===== config.mk =====
export PLATFORM = sky130hd
export DESIGN_NAME = bta_decode
export DESIGN_NICKNAME = d
export VERILOG_FILES = /design/src/rtl/core/bta_pkg.sv /design/src/rtl/core/bta_decode.sv
export SDC_FILE = /design/constraint.sdc
export NUM_CORES = 1
export LEC_CHECK = 0
export BUFFER_PORTS_ARGS = -buffer_cell sky130_fd_sc_hd__buf_2
export CORE_MARGIN = 4
export CORE_UTILIZATION = 30
export DETAILED_ROUTE_END_ITERATION = 8
export PLACE_DENSITY = 0.67
export SYNTH_ARGS = -nofsm -noshare
export SYNTH_HDL_FRONTEND = slang
export SYNTH_SLANG_ARGS = --single-unit

===== constraint.sdc =====
create_clock -name vclk -period 6.8
set_input_delay 1.36 -clock vclk [all_inputs]
set_output_delay 1.36 -clock vclk [all_outputs]
set_load 0.1 [all_outputs]

===== src/rtl/core/bta_pkg.sv =====
// Shared types and constants for the block table allocator.
// No dependencies; imported by every module of the block.
package bta_pkg;

    // Result status codes.
    typedef enum logic [1:0] {
        ST_DONE    = 2'd0,
        ST_NOMEM   = 2'd1,
        ST_IGNORED = 2'd2
    } t_status;

    // Request type codes carried on the slave tuser.
    localparam logic REQ_ALLOC = 1'b0;
    localparam logic REQ_FREE  = 1'b1;

    // Configuration register indexes.
    localparam logic [1:0] CFG_HEAP_BASE   = 2'd0;
    localparam logic [1:0] CFG_BLOCK_COUNT = 2'd1;

    // Per-block mark: taken in bit 0, run start in bit 1, has-next in bit 2.
    typedef struct packed {
        logic has_next;
        logic run_first;
        logic taken;
    } t_mark;

    // Decoded request flags from the request decoder to the engine.
    typedef struct packed {
        logic is_free;
        logic reject;
    } t_chk;

endpackage


===== src/rtl/core/bta_decode.sv =====
// Request decoder: block count of an allocation and the block index of a free.
// Depends on bta_pkg.
module bta_decode #(
    parameter int BLOCKS      = 4096,
    parameter int BLOCK_BYTES = 4096
) (
    input  logic                            i_req_type,
    input  logic [31:0]                     i_size,
    input  logic [31:0]                     i_addr,
    input  logic [31:0]                     i_abase,
    input  logic [$clog2(BLOCKS+1)-1:0]     i_total,
    output bta_pkg::t_chk                   o_chk,
    output logic [$clog2(BLOCKS+1)-1:0]     o_need,
    output logic [$clog2(BLOCKS)-1:0]       o_blk
);
    import bta_pkg::*;

    localparam int IW  = $clog2(BLOCKS);
    localparam int CW  = $clog2(BLOCKS + 1);
    localparam int LOG = $clog2(BLOCK_BYTES);
    localparam int NW  = 33 - LOG;
    localparam int BW  = 32 - LOG;

    logic [32:0]   size_up;
    logic [NW-1:0] need_full;
    logic          alloc_bad;
    logic [31:0]   offset;
    logic          free_bad;

    // Round the byte size up to whole blocks.
    assign size_up   = {1'b0, i_size} + 33'(BLOCK_BYTES - 1);
    assign need_full = size_up[32:LOG];
    assign alloc_bad = (need_full == '0) || (need_full > NW'(i_total));

    // Map the address to a block; reject null, low, misaligned and out-of-range.
    assign offset   = i_addr - i_abase;
    assign free_bad = (i_addr == 32'd0) || (i_addr < i_abase)
                   || (offset[LOG-1:0] != '0)
                   || (offset[31:LOG] >= BW'(i_total));

    assign o_chk.is_free = (i_req_type == REQ_FREE);
    assign o_chk.reject  = (i_req_type == REQ_FREE) ? free_bad : alloc_bad;
    assign o_need        = need_full[CW-1:0];
    assign o_blk         = offset[LOG +: IW];

endmodule


Word level (Yosys, flattened, before mapping)
Cells that the tools add are included.
{ "op_classes": {"addsub": 2, "order_cmp": 3, "n_mux": 1, "n_reduce_logical": 7} }
{ "ops": {"columns": ["op", "count"], "rows": [
  ["32-bit by 12-bit adder with 33-bit output, second input constant", 1],
  ["32-bit zero test", 1],
  ["32-bit < comparator", 1],
  ["32-bit subtractor", 1],
  ["21-bit by 13-bit > comparator with 1-bit output", 1],
  ["21-bit zero test", 1],
  ["20-bit by 13-bit >= comparator with 1-bit output", 1],
  ["12-bit nonzero test", 1],
  ["1-bit logical OR", 4],
  ["1-bit two-way mux", 1]
]} }
{ "word_totals": {"reg_bits": 0, "inputBits": 110, "out_inout_bits": 27, "word_cells": 13} }

Logic depth before layout (Yosys ltp)
Gate-level depths: netlist of the first run.
{ "depth": {"ltp_word": 5, "mapped_depth": 21, "depth_no_buf": 21} }

Worst setup path after synthesis of the first run
OpenSTA, ideal clock, no wires.
{ "synth_timing": {"kind": "input to output", "from": "input i_addr[0]", "to": "output o_chk[0] (netlist name)", "t_arrival_ns": 6.835, "required_ns": 5.440, "setup_slack_ns": -1.395, "stages": 19, "n_path_buf": 0, "cell_sequence": "inv_1 > ha_1 > fa_1 > nand2b_1 > a21oi_1 > a221oi_1 > o21a_1 > xnor2_1 > inv_1 > ha_1 > nand2b_1 > a21o_1 > a211o_1 > a311oi_1 > nand4_1 > a211oi_1 > o311a_1 > o2111a_1 > a41oi_2"} }
{ "synth_lines": {"columns": ["item", "line", "text"], "rows": [
  ["start, declared", "bta_decode.sv:9", "input logic [31:0] i_addr,"],
  ["end, declared", "bta_decode.sv:12", "output bta_pkg::t_chk o_chk,"]
]} }

==> impl_metrics.json, run 1 <==
{
  "fin_crit_ns": 6.69,
  "io_pins": 137,
  "seq_cell_count": 0,
  "synth_nets": 608,
  "final_common_cell": "buf_2",
  "port-buffer-count": 137,
  "worst-path-max-fanout": 4,
  "ys_seq_area_share_pct": 0,
  "required_ns": 5.44,
  "nClkBuffers": 0,
  "dieArea_um2": 11400,
  "first_pass_iters": 4,
  "tightest_slew_ns": 0.575,
  "syn_to_final_growth_pct": 51.5,
  "grt_antenna_before_repair": 0,
  "drv_slew": 0,
  "ys_types": 53,
  "ir_drop_mv": 0.0761,
  "netlist_instances": 439,
  "slew_headroom_pct": 61.7,
  "crit_path_end_kind": "output pin",
  "finalPower_uw": 592,
  "status": "finished clean",
  "dpl_worst_slack_ns": -0.155,
  "dp_hpwl_um": 9780,
  "gp_congestion": 0.962,
  "worstSetupPathType": "input port to output pin",
  "grt_pass1_vias": 3708,
  "hold_path.class": "input port to output pin",
  "max_freq_mhz": 149,
  "setup_viol": 0,
  "grt_pass1_wl_um": 17100,
  "mostFrequentLayoutCells": "buf_2 (136), inv_1 (61), ha_1 (55)",
  "nFillCells": 934,
  "layout.nets": 769,
  "fin_ws_ns": 0.106,
  "fin_crit_sh_pct": 98.4,
  "leakage_uw": 0.00225,
  "powerDensity_nw_per_um2": 133,
  "core_area_um2": 9370,
  "via_count": 3911,
  "dieHeight_um": 107,
  "grt_usage_pct": 17.8,
  "wl_per_cell_um": 15.2,
  "finalHoldViolations": 0,
  "hold_path_startpoint": "i_req_type",
  "holdPathStages": 2,
  "drc": 0,
  "synth.largest_area_cell": "ha_1",
  "drtIter0Drc": 268,
  "grt_max_degree": 11,
  "rsz0062_at_grt": "yes",
  "ant_nets": 0,
  "crit_arrival_ns": 5.33,
  "drive_above_1_share_pct": 35.6,
  "synthTopCellsByArea": "ha_1 (25%), inv_1 (7.8%), a21oi_1 (6.3%), xor2_1 (5.7%), nand2_1 (5.0%)",
  "cp-start-kind": "input port",
  "holdBufCountCts": 0,
  "yosys_warnings": 0,
  "register_area_um2": 0,
  "antenna_cells": 0,
  "maxCapViolations": 0,
  "synth_area_um2": 2930,
  "hold_end": "o_chk[1]",
  "initial_core_util_pct": 31.2,
  "grt.overflow.total": 0,
  "die_w_um": 107,
  "syn_avg_cell_area_um2": 6.67,
  "wl_um": 11000,
  "rows": 35,
  "viasPerCell": 5.38,
  "synth_top_area_share_pct": 24.8
}
[area by class of cell]
type	count	area, µm²	area share (%)
Inverter	61	229	5.16
Multi-Input combinational cell	370	3120	70.3
Tap cell	129	161	3.64
Timing Repair Buffer	167	926	20.9
[power breakdown]
part           internal, µW  switching (µW)
Clock                     0               0
Sequential                0               0
Combinational           200             392
[kinds of logic after synthesis]
family	after synthesis	share of synthesized area, %
simple gates	140	23.8
compound gates	137	31.6
buf+inv	69	8.97
fa+ha+maj	59	25.5
xor+xnor	34	10.2
[worst max path at each step]
stage	startpoint	end	depth (start not counted)
2_1_floorplan	i_abase[4]	o_chk[0]	16
3_3_place_gp	i_addr[4]	o_chk[0]	20
3_5_place_dp	i_abase[1]	o_chk[0]	21
4_1_cts	i_addr[8]	o_chk[0]	19
5_1_grt	i_addr[8]	o_chk[0]	20
6_report	i_addr[8]	o_chk[0]	19
[through the flow]
| stage | TNS [ns] | instances | hold slack [ns] | util (%) | instance area [µm²] |
|---|---|---|---|---|---|
| floorplan | 0 | 439 | 2.93 | - | 3300 |
| global placement | -0.0755 | 722 | 3.15 | 45.9 | 4300 |
| detailed placement | -0.155 | 722 | 3.15 | 45.9 | 4300 |
| CTS | 0 | 722 | 3.15 | 46.2 | 4330 |
| global route | -0.0404 | 727 | 3.16 | 47.3 | 4430 |
| finish | 0 | 727 | 3.16 | 47.3 | 4430 |
[cell usage after synthesis (10+ instances only)]
master,number
ha_1,58
nand4_1,14
nand3_1,10
inv_1,61
a211oi_1,10
nor4_1,16
a21oi_1,37
xnor2_1,15
a21o_1,16
nor2_1,29
nand2_1,39
xor2_1,19
o21ai_0,24
[worst max-delay path, stage by stage]
cell,delay (ns)
buf_2,0.11
ha_1,0.33
and3_1,0.21
a31o_2,0.28
a221oi_4,0.42
o21a_4,0.22
xnor2_4,0.12
inv_1,0.06
ha_1,0.27
nand2b_1,0.14
a21o_1,0.15
a211o_1,0.28
a311oi_2,0.29
nand4_1,0.15
a211oi_2,0.17
o311a_1,0.19
o2111a_1,0.25
a41oi_4,0.13
buf_12,0.20
[routing by layer]
metal,up-vias,track usage (%),share of wire (%)
li1,1942,-,-
met1,1792,23.4,43
met2,167,33.0,48
met3,10,1.38,7.7
met4,0,1.19,1.0
met5,-,0,0
[repair_timing]
| item | 4_1_cts | 5_1_grt |
|---|---|---|
| gates resized for setup | 7 | 16 |
| buffers inserted | 0 | 5 |
| pin swaps | 1 | 7 |
| endpoints found under the hold margin | 0 | 0 |
| endpoints found under the setup margin | 1 | 1 |
Power figures use the tool's default switching activity.
==> inputs of run 2 (changes only) <==
RECOVER_POWER = 100   (was unset)
clock period = 8 ns   (was 6.8 ns; I/O delays follow)
==> run 2 against run 1 <==
Against the previous run:
- sequential share of layout area unchanged
- non-clock buffer count down 26
- global-route usage decreased by 0.87 points
- largest cell class unchanged
- setup slack gained 0.23 ns
- sequential cell count did not move
- die area stayed put
- first-iteration DRC count is 44% lower
- via count down 5.7%
==> impl_metrics.json, run 2 (synthesis results as in run 1) <==
{
  "core_area_um2": 9370,
  "wl_per_cell_um": 15.1,
  "multi_input_area_um2": 2770,
  "dp_hpwl_um": 9550,
  "grt_usage_pct": 16.9,
  "wl_um": 10600,
  "syn_to_final_growth_pct": 31.3,
  "drive_above_1_share_pct": 24.0,
  "grt_antenna_before_repair": 0,
  "setup_viol": 0,
  "worst-path-max-fanout": 3,
  "antenna_cells": 0,
  "fin_crit_sh_pct": 95.8,
  "routed.top_layer": "met4",
  "register_area_um2": 0,
  "ir_drop_mv": 0.0544,
  "final_util_pct": 41.0,
  "layout.nets": 743,
  "grt_pass1_vias": 3480,
  "mostFrequentLayoutCells": "buf_2 (112), inv_1 (61), ha_1 (58)",
  "drv_slew": 0,
  "rsz0062_at_grt": "no",
  "wl_met1_um": 4970,
  "viasPerCell": 5.26,
  "seq_cell_count": 0,
  "cts_setup_buffers": 0,
  "crit_path_end_kind": "output pin",
  "initial_core_util_pct": 31.2,
  "via_count": 3688,
  "cp-start-kind": "input port",
  "port-buffer-count": 137,
  "dieHeight_um": 107,
  "gp_congestion": 0.857,
  "status": "finished clean",
  "final_common_cell": "buf_2",
  "tightest_slew_ns": 1.21,
  "met2_length_um": 4770,
  "slew_headroom_pct": 19.9,
  "grt_pass1_wl_um": 16300,
  "ant_nets": 0,
  "grt_max_degree": 11,
  "drc": 0,
  "crit_end": "o_chk[0]",
  "tns_ns": 0,
  "placed_area_um2": 3860,
  "worstSetupPathType": "input port to output pin",
  "rows": 35,
  "grt.overflow.total": 0,
  "required_ns": 6.40,
  "leakage_uw": 0.00198,
  "first_pass_iters": 4,
  "die_w_um": 107,
  "dieArea_um2": 11400,
  "powerDensity_nw_per_um2": 113,
  "io_pins": 137,
  "max_freq_mhz": 130,
  "crit_arrival_ns": 6.06,
  "maxCapViolations": 0,
  "fin_crit_ns": 7.66,
  "finalHoldViolations": 0,
  "hold_path.class": "input port to output pin",
  "cp-startpoint": "i_addr[0]",
  "nFillCells": 1064,
  "whs_ns": 3.84,
  "holdPathStages": 2,
  "nClkBuffers": 0,
  "finalInstanceArea_um2": 3840,
  "drtIter0Drc": 151,
  "wl_met3_um": 805
}
run 2: cell types whose count changed in the layout (fill, tap and decap cells not counted), sizes merged:
| cell | delta |
|---|---|
| buf | -51 |
| clkbuf | +25 |
run 2: worst min-delay path by stage:
| stage | slack, ns | start | end |
|---|---|---|---|
| 2_1_floorplan | 3.41 | i_req_type | o_chk[1] |
| 3_3_place_gp | 3.63 | i_req_type | o_chk[1] |
| 3_5_place_dp | 3.63 | i_req_type | o_chk[1] |
| 4_1_cts | 3.63 | i_req_type | o_chk[1] |
| 5_1_grt | 3.85 | i_req_type | o_chk[1] |
| 6_report | 3.84 | i_req_type | o_chk[1] |
run 2: metal layers:
layer,up-vias,track usage [%]
met5,-,0
met4,0,0.822
met3,4,1.26
met2,129,29.6
met1,1674,23.9
li1,1881,-
run 2: area by class of cell:
type / count / share of cell area (%)
Inverter: 61 / 5.96
Multi-Input combinational cell: 370 / 72.0
Tap cell: 129 / 4.20
Timing Repair Buffer: 141 / 17.8
run 2: timing repair:
| item | in CTS | in global routing |
|---|---|---|
| hold buffers | 0 | 0 |
| endpoints found under the setup margin | 0 | 1 |
| gates resized for setup | 0 | 2 |
run 2: through the flow:
step | setup WS (ns) | cells | total power, µW
2_1_floorplan | 0.0188 | 439 | 332
3_3_place_gp | 0.313 | 701 | 436
3_5_place_dp | 0.265 | 701 | 439
4_1_cts | 0.243 | 701 | 440
5_1_grt | 0.0671 | 701 | 471
6_report | 0.336 | 701 | 435
run 2: power breakdown:
group	leakage, µW	total, µW	internal [µW]	switching (µW)
Combinational	0.00198	435	128	307
Clock	0	0	0	0
Sequential	0	0	0	0
run 2: worst max-delay path, stage by stage:
cell       delay, ns
buf_2           0.09
inv_1           0.04
ha_1            0.22
fa_1            0.41
nand2b_1        0.20
a21oi_1         0.27
a221oi_1        0.17
o21ai_1         0.34
nand3_1         0.12
nand2_1         0.11
nand3_1         0.11
nand2_1         0.12
xor2_1          0.16
ha_1            0.26
nand3_1         0.08
nor2_1          0.07
a221oi_1        0.30
nand4_1         0.12
a2111oi_0       0.42
buf_4           0.18
o2111a_1        0.22
a41oi_2         0.14
buf_2           0.32
==> inputs of run 3 (changes only) <==
CELL_PAD_IN_SITES_DETAIL_PLACEMENT = 0   (was unset)
CELL_PAD_IN_SITES_GLOBAL_PLACEMENT = 1   (was unset)
PLACE_DENSITY = 0.88   (was 0.67)
==> run 3 against run 2 <==
Against the previous run:
- worst hold slack got worse by 0.0015 ns
- global-route usage rose by 0.071 points
- critical path depth did not move
- highest routed layer is now met3
==> impl_metrics.json, run 3 (synthesis results as in run 1) <==
{
  "worstSetupPathType": "input port to output pin",
  "slew_headroom_pct": 19.0,
  "layout.nets": 743,
  "drv_slew": 0,
  "grt_usage_pct": 17.0,
  "ir_drop_mv": 0.0517,
  "drive_above_1_share_pct": 24.0,
  "mostFrequentLayoutCells": "buf_2 (112), inv_1 (61), ha_1 (58)",
  "seq_cell_count": 0,
  "max_freq_mhz": 130,
  "grt_pass1_wl_um": 16400,
  "ant_nets": 0,
  "final_common_cell": "buf_2",
  "wl_um": 10600,
  "grt_antenna_before_repair": 0,
  "core_area_um2": 9370,
  "dp_hpwl_um": 9470,
  "gp_congestion": 0.867,
  "fin_crit_ns": 7.67,
  "fin_crit_sh_pct": 95.8,
  "grt_pass1_vias": 3485,
  "powerDensity_nw_per_um2": 113,
  "crit_end": "o_chk[0]",
  "setup_viol": 0,
  "dieHeight_um": 107,
  "hold_path.class": "input port to output pin",
  "holdBufCountCts": 0,
  "worst-path-max-fanout": 3,
  "cp-start-kind": "input port",
  "grt.overflow.total": 0,
  "drc": 0,
  "status": "finished clean",
  "cp-startpoint": "i_addr[0]",
  "final_util_pct": 41.0,
  "nClkBuffers": 0,
  "leakage_uw": 0.00198,
  "maxCapViolations": 0,
  "finalNonFillerCells": 701,
  "wl_per_cell_um": 15.1,
  "initial_core_util_pct": 31.2,
  "io_pins": 137,
  "register_area_um2": 0,
  "cts_resized": 0,
  "cts_setup_buffers": 0,
  "first_pass_iters": 4,
  "dpl_worst_slack_ns": 0.229,
  "antenna_cells": 0,
  "post-place-cells": 701,
  "tightest_slew_ns": 1.22,
  "required_ns": 6.40,
  "rows": 35,
  "dieArea_um2": 11400,
  "port-buffer-count": 137,
  "finalHoldViolations": 0,
  "drtIter0Drc": 197,
  "viasPerCell": 5.23,
  "syn_to_final_growth_pct": 31.3,
  "grt_max_degree": 11,
  "fin_ws_ns": 0.333,
  "via_count": 3669,
  "crit_arrival_ns": 6.07,
  "crit_path_end_kind": "output pin",
  "die_w_um": 107
}
## run 3: cell type report
class | count | area, µm²
Fill cell | 1064 | 5530
Inverter | 61 | 229
Multi-Input combinational cell | 370 | 2770
Tap cell | 129 | 161
Timing Repair Buffer | 141 | 684
## run 3: worst max-delay path: stages
cell and delay, ns:
buf_2 0.09, inv_1 0.04, ha_1 0.23, fa_1 0.40
nand2b_1 0.20, a21oi_1 0.27, a221oi_1 0.16, o21ai_1 0.38
nand3_1 0.13, nand2_1 0.11, nand3_1 0.13, nand2_1 0.12
xor2_1 0.16, ha_1 0.26, nand3_1 0.07, nor2_1 0.06
a221oi_1 0.33, nand4_1 0.14, a2111oi_0 0.38, buf_4 0.18
o2111a_1 0.20, a41oi_2 0.13, buf_2 0.32
## run 3: stage by stage
step | cell area (µm²) | TNS [ns] | power, µW | hold WS, ns
after floorplan | 3020 | 0 | 332 | 3.41
after CTS | 3860 | 0 | 440 | 3.63
final | 3840 | 0 | 434 | 3.84
after global placement | 3860 | 0 | 437 | 3.63
after global routing | 3840 | -0.0211 | 472 | 3.86
after detailed placement | 3860 | 0 | 438 | 3.63
## run 3: report_power, final
group | total (µW) | switching (µW) | internal, µW
sequential | 0 | 0 | 0
clock | 0 | 0 | 0
combinational | 434 | 306 | 128
## run 3: metal layers
| layer | vias to the layer above | wire, µm | GRT usage [%] |
|---|---|---|---|
| met2 | 134 | 4810 | 29.5 |
| li1 | 1879 | - | - |
| met4 | 0 | 0 | 0 |
| met1 | 1656 | 5020 | 24.6 |
| met3 | 0 | 749 | 1.20 |
| met5 | - | 0 | 0 |
## run 3: worst min path at each step
stage                    start        to  slack [ns]  cells after the start
floorplan           i_req_type  o_chk[1]        3.41                      1
global route        i_req_type  o_chk[1]        3.86                      2
CTS                 i_req_type  o_chk[1]        3.63                      2
finish              i_req_type  o_chk[1]        3.84                      2
detailed placement  i_req_type  o_chk[1]        3.63                      2
global placement    i_req_type  o_chk[1]        3.63                      2
